[config.mk]
export PLATFORM = sky130hd
export DESIGN_NAME = jtag_shift_sequencer_core_flat
export DESIGN_NICKNAME = d
export VERILOG_FILES = /design/src/jss_pkg.sv /design/src/jss_cmd_if.sv /design/src/jss_pulse_if.sv /design/src/jtag_shift_sequencer_core.sv /design/src/jss_ucode_rom.sv /design/src/jss_seq.sv /design/src/jss_dp.sv /design/src/flat_wrapper.sv
export VERILOG_INCLUDE_DIRS = /design/src /design/src/src
export SDC_FILE = /design/constraint.sdc
export NUM_CORES = 1
export LEC_CHECK = 0
export BUFFER_PORTS_ARGS = -buffer_cell sky130_fd_sc_hd__buf_2
export CAP_MARGIN = 40
export CELL_PAD_IN_SITES_DETAIL_PLACEMENT = 1
export CELL_PAD_IN_SITES_GLOBAL_PLACEMENT = 1
export CORE_MARGIN = 1
export CORE_UTILIZATION = 40
export DETAILED_ROUTE_END_ITERATION = 8
export PLACE_DENSITY = 0.74
export SLEW_MARGIN = 20
export SYNTH_ARGS = -nofsm -noshare
export SYNTH_HDL_FRONTEND = slang
export SYNTH_SLANG_ARGS = --single-unit
export TNS_END_PERCENT = 20
[constraint.sdc]
create_clock -name i_clk -period 3.9 [get_ports i_clk]
set_input_delay 1.17 -clock i_clk [delete_from_list [all_inputs] [get_ports i_clk]]
set_output_delay 1.17 -clock i_clk [all_outputs]
set_load 0.01 [all_outputs]
[src/jtag_shift_sequencer_core_defines.svh]
// ----------------------------------------------------------------------------
// JTAG shift sequencer assertion macros
// Shared property shorthands, clocked on i_clk and held off while in reset.
// ----------------------------------------------------------------------------
`ifndef JTAG_SHIFT_SEQUENCER_CORE_DEFINES_SVH
`define JTAG_SHIFT_SEQUENCER_CORE_DEFINES_SVH

// Same-cycle implication
`define JSS_ASSERT_IMP(lbl, ante, cons, msg) \
    lbl: assert property (@(posedge i_clk) disable iff (!i_rst_n) (ante) |-> (cons)) \
        else $error(msg);

// Next-cycle implication
`define JSS_ASSERT_NXT(lbl, ante, cons, msg) \
    lbl: assert property (@(posedge i_clk) disable iff (!i_rst_n) (ante) |=> (cons)) \
        else $error(msg);

`endif

[src/jss_pkg.sv]
// ----------------------------------------------------------------------------
// JTAG shift sequencer package
// Microcode word layout, program ROM contents and shared constants.
// ----------------------------------------------------------------------------
package jss_pkg;

    localparam int IR_BITS_DEF     = 16;
    localparam int BYPASS_BITS_DEF = 10;
    localparam int BYTE_BITS       = 8;
    localparam int ADDR_W          = 5;

    typedef enum logic [1:0] {
        MODE_RESET = 2'd0,
        MODE_IDLE  = 2'd1,
        MODE_IR    = 2'd2,
        MODE_DATA  = 2'd3
    } t_mode;

    typedef enum logic [1:0] {
        TMS_KEEP,
        TMS_LO,
        TMS_HI
    } t_tms_op;

    // TDI update applied after the pulse
    typedef enum logic [1:0] {
        TDI_KEEP,
        TDI_SHIFT,
        TDI_ONE,
        TDI_ZERO
    } t_tdi_op;

    typedef enum logic [1:0] {
        CNT_NONE,
        CNT_IR,
        CNT_BYP,
        CNT_BYTE
    } t_cnt_sel;

    typedef enum logic [1:0] {
        ACT_NEXT,
        ACT_JUMP,
        ACT_DONE
    } t_act;

    typedef enum logic [2:0] {
        C_ALWAYS,
        C_PAUSE,
        C_NPAUSE,
        C_NFIRST,
        C_NLAST
    } t_cond;

    typedef struct packed {
        t_tms_op             tms;
        t_tdi_op             tdi;
        t_cnt_sel            cnt_ld;
        logic                loop;
        logic                emit;
        t_act                act;
        t_cond               cond;
        logic [ADDR_W-1:0]   target;
    } t_uword;

    typedef struct packed {
        logic   load;
        logic   step;
        logic   run;
        logic   emit;
        t_uword word;
    } t_ctrl;

    typedef struct packed {
        logic busy;
        logic finish;
        logic is_data;
    } t_seq_stat;

    // Program entry points and jump targets
    localparam logic [ADDR_W-1:0] A_RESET    = 5'd0;
    localparam logic [ADDR_W-1:0] A_IDLE     = 5'd6;
    localparam logic [ADDR_W-1:0] A_IR       = 5'd7;
    localparam logic [ADDR_W-1:0] A_IR_END   = 5'd16;
    localparam logic [ADDR_W-1:0] A_DATA     = 5'd17;
    localparam logic [ADDR_W-1:0] A_PRE_IDLE = 5'd22;
    localparam logic [ADDR_W-1:0] A_PRE_TAIL = 5'd24;
    localparam logic [ADDR_W-1:0] A_BYTE     = 5'd26;
    localparam logic [ADDR_W-1:0] A_NONE     = 5'd0;

    function automatic t_uword mk_word(t_tms_op tms, t_tdi_op tdi, t_cnt_sel cnt_ld,
                                       logic loop, logic emit, t_act act, t_cond cond,
                                       logic [ADDR_W-1:0] target);
        t_uword w;
        w.tms    = tms;
        w.tdi    = tdi;
        w.cnt_ld = cnt_ld;
        w.loop   = loop;
        w.emit   = emit;
        w.act    = act;
        w.cond   = cond;
        w.target = target;
        return w;
    endfunction

    function automatic logic [ADDR_W-1:0] mode_entry(t_mode mode);
        logic [ADDR_W-1:0] a;
        case (mode)
            MODE_RESET: a = A_RESET;
            MODE_IDLE:  a = A_IDLE;
            MODE_IR:    a = A_IR;
            MODE_DATA:  a = A_DATA;
            default:    a = A_RESET;
        endcase
        return a;
    endfunction

    function automatic t_uword ucode(logic [ADDR_W-1:0] addr);
        t_uword w;
        case (addr)
            // TAP reset: six TCK pulses with TMS high
            5'd0, 5'd1, 5'd2, 5'd3, 5'd4:
                w = mk_word(TMS_HI, TDI_KEEP, CNT_NONE, 1'b0, 1'b1, ACT_NEXT, C_ALWAYS, A_NONE);
            5'd5:  w = mk_word(TMS_HI, TDI_KEEP, CNT_NONE, 1'b0, 1'b1, ACT_DONE, C_ALWAYS, A_NONE);
            // go idle
            5'd6:  w = mk_word(TMS_LO, TDI_KEEP, CNT_NONE, 1'b0, 1'b1, ACT_DONE, C_ALWAYS, A_NONE);
            // IR scan: idle, select DR, select IR, capture, shift
            5'd7:  w = mk_word(TMS_LO, TDI_KEEP, CNT_NONE, 1'b0, 1'b1, ACT_NEXT, C_ALWAYS, A_NONE);
            5'd8:  w = mk_word(TMS_HI, TDI_KEEP, CNT_NONE, 1'b0, 1'b1, ACT_NEXT, C_ALWAYS, A_NONE);
            5'd9:  w = mk_word(TMS_HI, TDI_KEEP, CNT_NONE, 1'b0, 1'b1, ACT_NEXT, C_ALWAYS, A_NONE);
            5'd10: w = mk_word(TMS_LO, TDI_KEEP, CNT_NONE, 1'b0, 1'b1, ACT_NEXT, C_ALWAYS, A_NONE);
            5'd11: w = mk_word(TMS_LO, TDI_KEEP, CNT_IR,   1'b0, 1'b1, ACT_NEXT, C_ALWAYS, A_NONE);
            5'd12: w = mk_word(TMS_KEEP, TDI_SHIFT, CNT_BYP, 1'b1, 1'b0, ACT_NEXT, C_ALWAYS,
                               A_NONE);
            5'd13: w = mk_word(TMS_KEEP, TDI_ONE, CNT_NONE, 1'b1, 1'b0, ACT_NEXT, C_ALWAYS,
                               A_NONE);
            5'd14: w = mk_word(TMS_HI, TDI_KEEP, CNT_NONE, 1'b0, 1'b1, ACT_JUMP, C_PAUSE,
                               A_IR_END);
            5'd15: w = mk_word(TMS_HI, TDI_KEEP, CNT_NONE, 1'b0, 1'b1, ACT_NEXT, C_ALWAYS, A_NONE);
            5'd16: w = mk_word(TMS_LO, TDI_KEEP, CNT_NONE, 1'b0, 1'b1, ACT_DONE, C_ALWAYS, A_NONE);
            // data byte: optional preamble
            5'd17: w = mk_word(TMS_KEEP, TDI_KEEP, CNT_BYTE, 1'b0, 1'b0, ACT_JUMP, C_NFIRST,
                               A_BYTE);
            5'd18: w = mk_word(TMS_KEEP, TDI_KEEP, CNT_NONE, 1'b0, 1'b0, ACT_JUMP, C_NPAUSE,
                               A_PRE_IDLE);
            5'd19: w = mk_word(TMS_HI, TDI_KEEP, CNT_NONE, 1'b0, 1'b1, ACT_NEXT, C_ALWAYS, A_NONE);
            5'd20: w = mk_word(TMS_HI, TDI_KEEP, CNT_NONE, 1'b0, 1'b1, ACT_NEXT, C_ALWAYS, A_NONE);
            5'd21: w = mk_word(TMS_HI, TDI_KEEP, CNT_NONE, 1'b0, 1'b1, ACT_JUMP, C_ALWAYS,
                               A_PRE_TAIL);
            5'd22: w = mk_word(TMS_LO, TDI_KEEP, CNT_NONE, 1'b0, 1'b1, ACT_NEXT, C_ALWAYS, A_NONE);
            5'd23: w = mk_word(TMS_HI, TDI_KEEP, CNT_NONE, 1'b0, 1'b1, ACT_NEXT, C_ALWAYS, A_NONE);
            5'd24: w = mk_word(TMS_LO, TDI_KEEP, CNT_NONE, 1'b0, 1'b1, ACT_NEXT, C_ALWAYS, A_NONE);
            5'd25: w = mk_word(TMS_LO, TDI_KEEP, CNT_NONE, 1'b0, 1'b1, ACT_NEXT, C_ALWAYS, A_NONE);
            // byte body: seven looped bits, then the last bit
            5'd26: w = mk_word(TMS_KEEP, TDI_SHIFT, CNT_NONE, 1'b1, 1'b0, ACT_NEXT, C_ALWAYS,
                               A_NONE);
            5'd27: w = mk_word(TMS_KEEP, TDI_SHIFT, CNT_NONE, 1'b0, 1'b1, ACT_DONE, C_NLAST,
                               A_NONE);
            // closing tail
            5'd28: w = mk_word(TMS_KEEP, TDI_ZERO, CNT_NONE, 1'b0, 1'b1, ACT_NEXT, C_ALWAYS,
                               A_NONE);
            5'd29: w = mk_word(TMS_HI, TDI_KEEP, CNT_NONE, 1'b0, 1'b1, ACT_NEXT, C_ALWAYS, A_NONE);
            5'd30: w = mk_word(TMS_HI, TDI_KEEP, CNT_NONE, 1'b0, 1'b1, ACT_NEXT, C_ALWAYS, A_NONE);
            5'd31: w = mk_word(TMS_LO, TDI_KEEP, CNT_NONE, 1'b0, 1'b1, ACT_DONE, C_ALWAYS, A_NONE);
            default:
                w = mk_word(TMS_KEEP, TDI_KEEP, CNT_NONE, 1'b0, 1'b0, ACT_DONE, C_ALWAYS, A_NONE);
        endcase
        return w;
    endfunction

endpackage

[src/jss_cmd_if.sv]
// ----------------------------------------------------------------------------
// JTAG shift sequencer command channel
// Valid/ready channel carrying one command per transaction.
// ----------------------------------------------------------------------------
interface jss_cmd_if;
    logic        valid;
    logic        ready;
    logic [1:0]  mode;
    logic [15:0] ir_value;
    logic [7:0]  data_byte;
    logic        first_byte;
    logic        last_byte;
    logic        end_in_pause;
    logic [7:0]  tdo_bits;

    modport source (
        output valid, mode, ir_value, data_byte, first_byte, last_byte, end_in_pause,
               tdo_bits,
        input  ready
    );

    modport sink (
        input  valid, mode, ir_value, data_byte, first_byte, last_byte, end_in_pause,
               tdo_bits,
        output ready
    );
endinterface

[src/jss_pulse_if.sv]
// ----------------------------------------------------------------------------
// JTAG shift sequencer pulse channel
// Valid/ready channel carrying one TCK pulse description per transaction.
// ----------------------------------------------------------------------------
interface jss_pulse_if;
    logic       valid;
    logic       ready;
    logic       tms_level;
    logic       tdi_level;
    logic [7:0] captured_byte;
    logic       last_pulse;

    modport source (
        output valid, tms_level, tdi_level, captured_byte, last_pulse,
        input  ready
    );

    modport sink (
        input  valid, tms_level, tdi_level, captured_byte, last_pulse,
        output ready
    );
endinterface

[src/jtag_shift_sequencer_core.sv]
// First pulse: the command transaction loads the program counter, then the first emitting step
// fills the output register; a data byte first steps through its non-emitting preamble words.
// Rate is set by the single microcode step per cycle, held while the output register is stalled;
// each repeat loop ends with an exit step that emits no pulse.
// Reset (synchronous, active low) clears TMS/TDI hold levels, sequencer and output valid.
// ----------------------------------------------------------------------------
// JTAG shift sequencer core
// Microcoded TAP master: one command in, one pulse transaction per TCK clock out.
// ----------------------------------------------------------------------------
`include "jtag_shift_sequencer_core_defines.svh"

module jtag_shift_sequencer_core import jss_pkg::*; #(
    parameter int IR_BITS     = IR_BITS_DEF,
    parameter int BYPASS_BITS = BYPASS_BITS_DEF
) (
    input  logic         i_clk,
    input  logic         i_rst_n,
    jss_cmd_if.sink      i_cmd,
    jss_pulse_if.source  o_pulse
);

    // Sequencer <-> ROM <-> datapath
    logic [ADDR_W-1:0] pc;
    t_uword            word;
    t_ctrl             ctrl;
    t_seq_stat         stat;
    logic              cnt_zero;
    logic              dp_tms, dp_tdi;
    logic [7:0]        dp_tdo;

    // Output register: holds one pulse while the sink is stalled
    logic              r_out_valid, n_out_valid;
    logic              r_out_tms, r_out_tdi, r_out_last;
    logic [7:0]        r_out_cap;

    logic              cmd_acc;
    logic              stall;

    // One command at a time; a new one is taken the cycle after the final step.
    assign i_cmd.ready = !stat.busy;
    assign cmd_acc     = i_cmd.valid && i_cmd.ready;

    // Hold the program while a finished pulse is still waiting.
    assign stall = r_out_valid && !o_pulse.ready;

    jss_ucode_rom u_rom (
        .i_addr (pc),
        .o_word (word)
    );

    jss_seq u_seq (
        .i_clk      (i_clk),
        .i_rst_n    (i_rst_n),
        .i_accept   (cmd_acc),
        .i_mode     (i_cmd.mode),
        .i_first    (i_cmd.first_byte),
        .i_last     (i_cmd.last_byte),
        .i_pause    (i_cmd.end_in_pause),
        .i_stall    (stall),
        .i_cnt_zero (cnt_zero),
        .i_word     (word),
        .o_pc       (pc),
        .o_ctrl     (ctrl),
        .o_stat     (stat)
    );

    jss_dp #(
        .IR_BITS     (IR_BITS),
        .BYPASS_BITS (BYPASS_BITS)
    ) u_dp (
        .i_clk       (i_clk),
        .i_rst_n     (i_rst_n),
        .i_ctrl      (ctrl),
        .i_mode      (i_cmd.mode),
        .i_ir_value  (i_cmd.ir_value),
        .i_data_byte (i_cmd.data_byte),
        .i_tdo_bits  (i_cmd.tdo_bits),
        .o_tms       (dp_tms),
        .o_tdi       (dp_tdi),
        .o_tdo       (dp_tdo),
        .o_cnt_zero  (cnt_zero)
    );

    always_comb begin
        n_out_valid = r_out_valid;
        if (ctrl.step && ctrl.emit) begin
            n_out_valid = 1'b1;
        end else if (o_pulse.ready) begin
            n_out_valid = 1'b0;
        end
    end

    always_ff @(posedge i_clk) begin
        if (!i_rst_n) begin
            r_out_valid <= 1'b0;
        end else begin
            r_out_valid <= n_out_valid;
        end
    end

    // Pulse payload: TDI is the level held before this clock's update.
    // Captured byte only rides the final pulse of a data byte.
    always_ff @(posedge i_clk) begin
        if (ctrl.step && ctrl.emit) begin
            r_out_tms  <= dp_tms;
            r_out_tdi  <= dp_tdi;
            r_out_last <= stat.finish;
            r_out_cap  <= (stat.finish && stat.is_data) ? dp_tdo : 8'd0;
        end
    end

    assign o_pulse.valid         = r_out_valid;
    assign o_pulse.tms_level     = r_out_tms;
    assign o_pulse.tdi_level     = r_out_tdi;
    assign o_pulse.captured_byte = r_out_cap;
    assign o_pulse.last_pulse    = r_out_last;

    // Checks
    `JSS_ASSERT_IMP(a_cap_on_last, o_pulse.valid && !o_pulse.last_pulse,
                    o_pulse.captured_byte == 8'd0, "captured byte outside final pulse")
    `JSS_ASSERT_IMP(a_no_acc_busy, cmd_acc, !stat.busy, "command taken while busy")
    `JSS_ASSERT_NXT(a_busy_after_acc, cmd_acc, stat.busy, "sequencer idle after command")
    `JSS_ASSERT_NXT(a_finish_frees, stat.finish,
                    !stat.busy && o_pulse.valid && o_pulse.last_pulse,
                    "final step did not release sequencer")

endmodule

[src/jss_ucode_rom.sv]
// ----------------------------------------------------------------------------
// JTAG shift sequencer microcode ROM
// Constant program store, one control word per address.
// ----------------------------------------------------------------------------
module jss_ucode_rom import jss_pkg::*; (
    input  logic [ADDR_W-1:0] i_addr,
    output t_uword            o_word
);

    assign o_word = ucode(i_addr);

endmodule

[src/jss_seq.sv]
// ----------------------------------------------------------------------------
// JTAG shift sequencer program counter
// Step counter, dispatch on command mode and conditional jumps.
// ----------------------------------------------------------------------------
module jss_seq import jss_pkg::*; (
    input  logic              i_clk,
    input  logic              i_rst_n,
    input  logic              i_accept,
    input  logic [1:0]        i_mode,
    input  logic              i_first,
    input  logic              i_last,
    input  logic              i_pause,
    input  logic              i_stall,
    input  logic              i_cnt_zero,
    input  t_uword            i_word,
    output logic [ADDR_W-1:0] o_pc,
    output t_ctrl             o_ctrl,
    output t_seq_stat         o_stat
);

    logic [ADDR_W-1:0] r_pc, n_pc;
    logic              r_busy, n_busy;
    logic              r_first, r_last, r_pause, r_data;
    logic              step, run, emit, cond_ok, finish;

    assign step = r_busy && !i_stall;
    assign run  = i_word.loop && !i_cnt_zero;
    assign emit = i_word.loop ? !i_cnt_zero : i_word.emit;

    always_comb begin
        case (i_word.cond)
            C_ALWAYS: cond_ok = 1'b1;
            C_PAUSE:  cond_ok = r_pause;
            C_NPAUSE: cond_ok = !r_pause;
            C_NFIRST: cond_ok = !r_first;
            C_NLAST:  cond_ok = !r_last;
            default:  cond_ok = 1'b1;
        endcase
    end

    assign finish = step && !run && (i_word.act == ACT_DONE) && cond_ok;

    always_comb begin
        n_pc   = r_pc;
        n_busy = r_busy;
        if (i_accept) begin
            n_pc   = mode_entry(t_mode'(i_mode));
            n_busy = 1'b1;
        end else if (finish) begin
            n_busy = 1'b0;
        end else if (step && !run) begin
            if ((i_word.act == ACT_JUMP) && cond_ok) begin
                n_pc = i_word.target;
            end else begin
                n_pc = r_pc + 1'b1;
            end
        end
    end

    always_ff @(posedge i_clk) begin
        if (!i_rst_n) begin
            r_pc   <= '0;
            r_busy <= 1'b0;
        end else begin
            r_pc   <= n_pc;
            r_busy <= n_busy;
        end
    end

    // command flags, held for the life of the command
    always_ff @(posedge i_clk) begin
        if (i_accept) begin
            r_first <= i_first;
            r_last  <= i_last;
            r_pause <= i_pause;
            r_data  <= (t_mode'(i_mode) == MODE_DATA);
        end
    end

    assign o_pc           = r_pc;
    assign o_ctrl.load    = i_accept;
    assign o_ctrl.step    = step;
    assign o_ctrl.run     = run;
    assign o_ctrl.emit    = emit;
    assign o_ctrl.word    = i_word;
    assign o_stat.busy    = r_busy;
    assign o_stat.finish  = finish;
    assign o_stat.is_data = r_data;

endmodule

[src/jss_dp.sv]
// ----------------------------------------------------------------------------
// JTAG shift sequencer datapath
// TMS/TDI hold registers, shift register and repeat counter.
// ----------------------------------------------------------------------------
module jss_dp import jss_pkg::*; #(
    parameter int IR_BITS     = IR_BITS_DEF,
    parameter int BYPASS_BITS = BYPASS_BITS_DEF
) (
    input  logic        i_clk,
    input  logic        i_rst_n,
    input  t_ctrl       i_ctrl,
    input  logic [1:0]  i_mode,
    input  logic [15:0] i_ir_value,
    input  logic [7:0]  i_data_byte,
    input  logic [7:0]  i_tdo_bits,
    output logic        o_tms,
    output logic        o_tdi,
    output logic [7:0]  o_tdo,
    output logic        o_cnt_zero
);

    localparam int SR_W    = (IR_BITS > BYTE_BITS) ? IR_BITS : BYTE_BITS;
    localparam int EXT_W   = (SR_W > 16) ? SR_W : 16;
    localparam int CNT_MAX = (IR_BITS > BYPASS_BITS) ? IR_BITS : BYPASS_BITS;
    localparam int CNT_W   = $clog2(CNT_MAX + 1);

    logic [SR_W-1:0]  r_sr, n_sr;
    logic [CNT_W-1:0] r_cnt, n_cnt;
    logic             r_tms, n_tms, r_tdi, n_tdi;
    logic [7:0]       r_tdo;
    logic [EXT_W-1:0] ir_ext;
    logic             tms_now;

    assign ir_ext = EXT_W'(i_ir_value);

    always_comb begin
        case (i_ctrl.word.tms)
            TMS_LO:  tms_now = 1'b0;
            TMS_HI:  tms_now = 1'b1;
            default: tms_now = r_tms;
        endcase
    end

    always_comb begin
        n_tms = r_tms;
        n_tdi = r_tdi;
        n_sr  = r_sr;
        n_cnt = r_cnt;
        if (i_ctrl.load) begin
            if (t_mode'(i_mode) == MODE_DATA) begin
                n_sr = SR_W'(i_data_byte);
            end else begin
                n_sr = ir_ext[SR_W-1:0];
            end
        end else if (i_ctrl.step) begin
            n_tms = tms_now;
            if (i_ctrl.emit) begin
                case (i_ctrl.word.tdi)
                    TDI_SHIFT: begin
                        n_tdi = r_sr[0];
                        n_sr  = r_sr >> 1;
                    end
                    TDI_ONE:   n_tdi = 1'b1;
                    TDI_ZERO:  n_tdi = 1'b0;
                    default:   n_tdi = r_tdi;
                endcase
            end
            if (i_ctrl.run) begin
                n_cnt = r_cnt - 1'b1;
            end else begin
                case (i_ctrl.word.cnt_ld)
                    CNT_IR:   n_cnt = CNT_W'(IR_BITS);
                    CNT_BYP:  n_cnt = CNT_W'(BYPASS_BITS);
                    CNT_BYTE: n_cnt = CNT_W'(BYTE_BITS - 1);
                    default:  n_cnt = r_cnt;
                endcase
            end
        end
    end

    always_ff @(posedge i_clk) begin
        if (!i_rst_n) begin
            r_tms <= 1'b0;
            r_tdi <= 1'b0;
            r_cnt <= '0;
        end else begin
            r_tms <= n_tms;
            r_tdi <= n_tdi;
            r_cnt <= n_cnt;
        end
    end

    always_ff @(posedge i_clk) begin
        r_sr <= n_sr;
        if (i_ctrl.load) begin
            r_tdo <= i_tdo_bits;
        end
    end

    assign o_tms      = tms_now;
    assign o_tdi      = r_tdi;
    assign o_tdo      = r_tdo;
    assign o_cnt_zero = (r_cnt == '0);

endmodule

[src/flat_wrapper.sv]
// flat-port wrapper written by rule: the top's interface ports become plain ports
module jtag_shift_sequencer_core_flat import jss_pkg::*;
#(
    parameter int IR_BITS     = IR_BITS_DEF,
    parameter int BYPASS_BITS = BYPASS_BITS_DEF
)
  (i_clk, i_rst_n, i_cmd_valid, i_cmd_mode, i_cmd_ir_value, i_cmd_data_byte, i_cmd_first_byte, i_cmd_last_byte, i_cmd_end_in_pause, i_cmd_tdo_bits, i_cmd_ready, o_pulse_valid, o_pulse_tms_level, o_pulse_tdi_level, o_pulse_captured_byte, o_pulse_last_pulse, o_pulse_ready);
  jss_cmd_if i_cmd_i ();
  jss_pulse_if o_pulse_i ();
  input  logic i_clk;
  input  logic i_rst_n;
  input wire logic [$bits(i_cmd_i.valid)-1:0] i_cmd_valid;
  input wire logic [$bits(i_cmd_i.mode)-1:0] i_cmd_mode;
  input wire logic [$bits(i_cmd_i.ir_value)-1:0] i_cmd_ir_value;
  input wire logic [$bits(i_cmd_i.data_byte)-1:0] i_cmd_data_byte;
  input wire logic [$bits(i_cmd_i.first_byte)-1:0] i_cmd_first_byte;
  input wire logic [$bits(i_cmd_i.last_byte)-1:0] i_cmd_last_byte;
  input wire logic [$bits(i_cmd_i.end_in_pause)-1:0] i_cmd_end_in_pause;
  input wire logic [$bits(i_cmd_i.tdo_bits)-1:0] i_cmd_tdo_bits;
  output wire logic [$bits(i_cmd_i.ready)-1:0] i_cmd_ready;
  output wire logic [$bits(o_pulse_i.valid)-1:0] o_pulse_valid;
  output wire logic [$bits(o_pulse_i.tms_level)-1:0] o_pulse_tms_level;
  output wire logic [$bits(o_pulse_i.tdi_level)-1:0] o_pulse_tdi_level;
  output wire logic [$bits(o_pulse_i.captured_byte)-1:0] o_pulse_captured_byte;
  output wire logic [$bits(o_pulse_i.last_pulse)-1:0] o_pulse_last_pulse;
  input wire logic [$bits(o_pulse_i.ready)-1:0] o_pulse_ready;
  assign i_cmd_i.valid = i_cmd_valid;
  assign i_cmd_i.mode = i_cmd_mode;
  assign i_cmd_i.ir_value = i_cmd_ir_value;
  assign i_cmd_i.data_byte = i_cmd_data_byte;
  assign i_cmd_i.first_byte = i_cmd_first_byte;
  assign i_cmd_i.last_byte = i_cmd_last_byte;
  assign i_cmd_i.end_in_pause = i_cmd_end_in_pause;
  assign i_cmd_i.tdo_bits = i_cmd_tdo_bits;
  assign i_cmd_ready = i_cmd_i.ready;
  assign o_pulse_valid = o_pulse_i.valid;
  assign o_pulse_tms_level = o_pulse_i.tms_level;
  assign o_pulse_tdi_level = o_pulse_i.tdi_level;
  assign o_pulse_captured_byte = o_pulse_i.captured_byte;
  assign o_pulse_last_pulse = o_pulse_i.last_pulse;
  assign o_pulse_i.ready = o_pulse_ready;
  jtag_shift_sequencer_core #(.IR_BITS(IR_BITS), .BYPASS_BITS(BYPASS_BITS)) u_core (.i_clk(i_clk), .i_rst_n(i_rst_n), .i_cmd(i_cmd_i), .o_pulse(o_pulse_i));
endmodule
==> impl_summary.md <==
Power and ir drop
The proportion of power drawn by the clock network is 36.5%. The cell leakage power is 1.65 nW. Of the total power, the share spent switching nets is 27.8%. The analysis attributes to net switching a power of 0.502 mW. Combinational logic burns 17.0% of the power. The internal portion of total power is 1.30 mW. Registers are responsible for 46.5% of the overall power. Across the VDD grid, the largest voltage drop is 0.198 mV. After layout, the design draws a total of 1.81 mW. Power spread over the standard cell area amounts to 453 nW/um^2.

CTS
Buffers inserted to repair hold after CTS numbered 0. The root buffer cell chosen for the clock tree is clkbuf_8. Counting along the longest clock path gives a buffer depth of 2. The later pin in the worst-skew pair is clocked with a latency of 0.35 ns.

After clock tree synthesis, the clock-pin slew on the worst setup and hold paths is 0.08 ns. The number of H-tree levels is 3. The total number of clock tree sinks is 68. The number of clock buffers added by TritonCTS is 9. The number of gates given a new drive strength after cts is 0. The clock tree from TritonCTS is done. The count of buffers added by post-CTS timing repair for setup is 0.

Worst setup path
The sort of element at the end of the critical path is a register. The critical path goes through buf_2 -> nor2b_1 -> nand2b_1 -> nor2_2 -> a21oi_1 -> a311o_1 -> inv_1 -> ha_1 -> or3_1 -> a21oi_1. The type of the setup path with the least slack is input port to register. The combined buffer and inverter count along the critical path is 2.

The kind of start point of the critical path is an input port. The arrival time of the worst setup path is 3.70 ns. The cell count along the critical path is 10.

The worst reg2reg path depth is 12. The delay of the slowest cell on the worst path is 0.44 ns. In this run the worst path has a maximum fanout of 9. The data required time of the worst path is 4.19 ns. For this design, the slowest cell found on the critical path is a311o_1. The most repeated library cell on the critical path is a21oi_1. The kind of cell with the highest combined delay on the critical path is simple AND/OR/NAND/NOR gates.

Floorplan
The die is 93.8 um wide. For this configuration, the core starts out at a cell density of 41.2%. The top-level I/O count is 54. The placement row count is 33.

The chip height is 93.8 um. The total die area is 8800 um^2. The core area is 8180 um^2.

Detailed routing
The total routed wirelength is 8030 um. In this run, the number of DRC markers left after iteration 0 of detailed routing was 118. The per-cell via count in the routed design is 5.37. The first detailed-routing pass took 6 iterations. For this run, design rule violations remaining after detail routing come to 2. The routed length per instance is 16.3 um. The detail route stage leaves a number of antenna-violating nets equal to 0. Across all layers, the routed design uses 2646 vias.

Place
The placement-stage worst setup slack is 0.227 ns. The number of instances in the placed design is 477. The congestion estimate from routability-driven global placement came to 0.898.

Summed over all nets, the half-perimeter wirelength after detailed placement is 5620 um. During placement, the flow inserted port buffers numbering 53. The placed instances occupy a cell area of 3760 um^2.

Hold path
The worst hold path cell count is 2. The path class of the lowest-slack min-delay path is register to register.

Yosys
Sorting the synthesized cells by area gives the leading types as edfxtp_1, dfxtp_1, ha_1. The number of distinct library cells after synthesis is 53. Synthesis produced 323 cells. The proportion of synthesized chip area in sequential cells is 51.9%. The average instance in the mapped netlist occupies 10.4 um^2.

The top-area cell type share of the netlist area is 34.7%. The number of synthesized register bits is 68. The Yosys step of the flow raised 0 warnings. Counting flops with an async set or reset pin after synthesis yields a share of 0%. The commonest register cell after synthesis is edfxtp_1. Of all cell types, the one taking the most synthesized area is edfxtp_1. The number of flops mapped to enable cells by yosys is 39. The netlist area before placement is 3370 um^2. The post-synth net total is 379.

GRT
The number of antenna violations at the first check in global routing is 0. The first global-routing pass estimated 13400 um of wire. For this run, the total global-route usage over all layers was measured as 20.2%.

The largest net degree at the start of global routing is 32. The via count of the first global-routing pass is 2765. Global routing finished with a remaining overflow of 0.

STA
The maximum clock skew at final layout is 0.0103 ns. The worst path meets setup with 0.486 ns of slack. The normalized max-slew margin is 65.8%. The count of final hold-check violations was 0. Setup repair after global routing left no endpoint under its margin.

For this run, the top clock speed supported by timing is 293 MHz. The worst path uses 87.5% of the clock period. The number of failing setup endpoints in the final timing report is 0. The final setup TNS is 0 ns. The worst hold-check slack is 0.477 ns. After layout, the minimum clock period comes to 3.41 ns. The max-slew violation count came to 0. The slew at the pin with the worst max-slew slack is 0.511 ns.

Cells and area
Cells fill 48.8% of the core in the end. The final layout contains 439 nets. The area growth from synthesis to layout is 18.2%. The number of antenna diodes in the final layout is 0.

Cells with a size suffix above 1 make up 23.5% of the layout. The commonest non-fill, non-tap cell in the layout is buf_2. After routing the design area is 3990 um^2. In the layout the commonest cells are buf_2, edfxtp_1, nor2_1, nand2_1, dfxtp_1.

Leaving out filler cells and counting taps, the final layout contains 493.

Outcome
The checks that failed: design-rule violations. The run finished, with violations left.

Job
The max-capacitance violation count is 0.
-- routing by layer --
layer / part of all wire, % / global-route usage (%) / vias up / routed length [um]
met3: 3.8 / 4.13 / 8 / 304
met2: 50 / 35.9 / 58 / 4030
met1: 44 / 23.6 / 1293 / 3550
met4: 1.8 / 7.82 / 0 / 143
met5: 0 / 0 / - / 0
li1: - / - / 1287 / -
-- cell usage after synthesis, types with 2 or more instances --
| master | instances |
|---|---|
| o22ai_1 | 2 |
| nand2_1 | 32 |
| xor2_1 | 2 |
| nor2b_1 | 5 |
| nand3b_1 | 9 |
| nand4_1 | 2 |
| a31o_2 | 2 |
| nand3_1 | 8 |
| nor2_1 | 36 |
| o211ai_1 | 2 |
| a211oi_1 | 4 |
| inv_2 | 2 |
| a311o_1 | 2 |
| nor3_1 | 5 |
| clkbuf_1 | 9 |
| and3_1 | 6 |
| a21oi_1 | 23 |
| buf_6 | 3 |
| and2_1 | 10 |
| nand2b_1 | 4 |
| dfxtp_1 | 29 |
| edfxtp_1 | 39 |
| o21ai_0 | 9 |
| inv_1 | 12 |
| nor3b_1 | 4 |
| o21ai_1 | 2 |
| mux2i_1 | 16 |
| a22oi_1 | 4 |
| ha_1 | 15 |
| or3_1 | 2 |
-- path summary, 6_finish.rpt --
check | from | end | slack [ns]
worst max register to register | u_core.u_dp.r_cnt[0]$_SDFFE_PN0P_ | u_core.u_rom.o_word[8]$_DFF_P_ | 0.72
worst max-delay path | o_pulse_ready | u_core.u_rom.o_word[8]$_DFF_P_ | 0.49
worst min-delay path | u_core.u_dp.r_tms$_SDFFE_PN0P_ | u_core.u_dp.r_tms$_SDFFE_PN0P_ | 0.48
worst min register to register | u_core.u_dp.r_tms$_SDFFE_PN0P_ | u_core.u_dp.r_tms$_SDFFE_PN0P_ | 0.48
-- power groups by stage --
| stage | logic, mW | registers, mW | clock network (mW) |
|---|---|---|---|
| floorplan | 0.203 | 0.856 | 0 |
| global placement | 0.298 | 0.854 | 0 |
| detailed placement | 0.306 | 0.855 | 0 |
| CTS | 0.308 | 0.840 | 0.672 |
| global route | 0.343 | 0.845 | 0.702 |
| finish | 0.308 | 0.839 | 0.658 |
-- worst reg2reg max path, cell delays in order (launching register included) --
cell and delay [ns]:
dfxtp_1 0.34, inv_1 0.09, ha_1 0.15, inv_1 0.06, o41ai_1 0.42, nand2_1 0.27
nor2_1 0.16, buf_4 0.16, a311o_1 0.44, inv_1 0.21, ha_1 0.32, or3_1 0.38
a21oi_1 0.14
-- cell families after synthesis --
| group | after synthesis | share of synthesized area (%) |
|---|---|---|
| AND/OR/NAND/NOR | 127 | 18.9 |
| flip-flops | 68 | 51.9 |
| AO/OA/AOI/OAI | 64 | 13.4 |
| buffers and inverters | 28 | 3.86 |
| multiplexers | 18 | 5.53 |
| adder cells (fa/ha/maj) | 15 | 5.57 |
| XOR/XNOR | 3 | 0.779 |
-- registers in the layout, indices dropped and copies added, names as in the netlist --
name                          flops
u_core.o_pulse.tdi_level          1
u_core.u_seq.r_busy               1
u_core.u_seq.r_first              1
u_core.u_dp.r_sr                 16
u_core.u_seq.r_last               1
u_core.u_rom.o_word              15
u_core.u_dp.r_cnt                 5
u_core.u_dp.o_tdi                 1
u_core.o_pulse.captured_byte      8
u_core.o_pulse.valid              1
u_core.u_seq.o_pc                 5
u_core.o_pulse.last_pulse         1
u_core.o_pulse.tms_level          1
u_core.u_dp.r_tms                 1
u_core.u_seq.r_pause              1
u_core.u_seq.r_data               1
u_core.u_dp.o_tdo                 8
-- cell type report --
cell class	instances	area, um^2
clock buffers	9	124
clock inverters	7	98.8
fillers	945	4190
inverters	15	57.6
multi-input cells	227	1490
flip-flops and latches	68	1750
well taps	105	131
repair buffers	62	333
No activity file was read; power rests on OpenSTA's default activity.
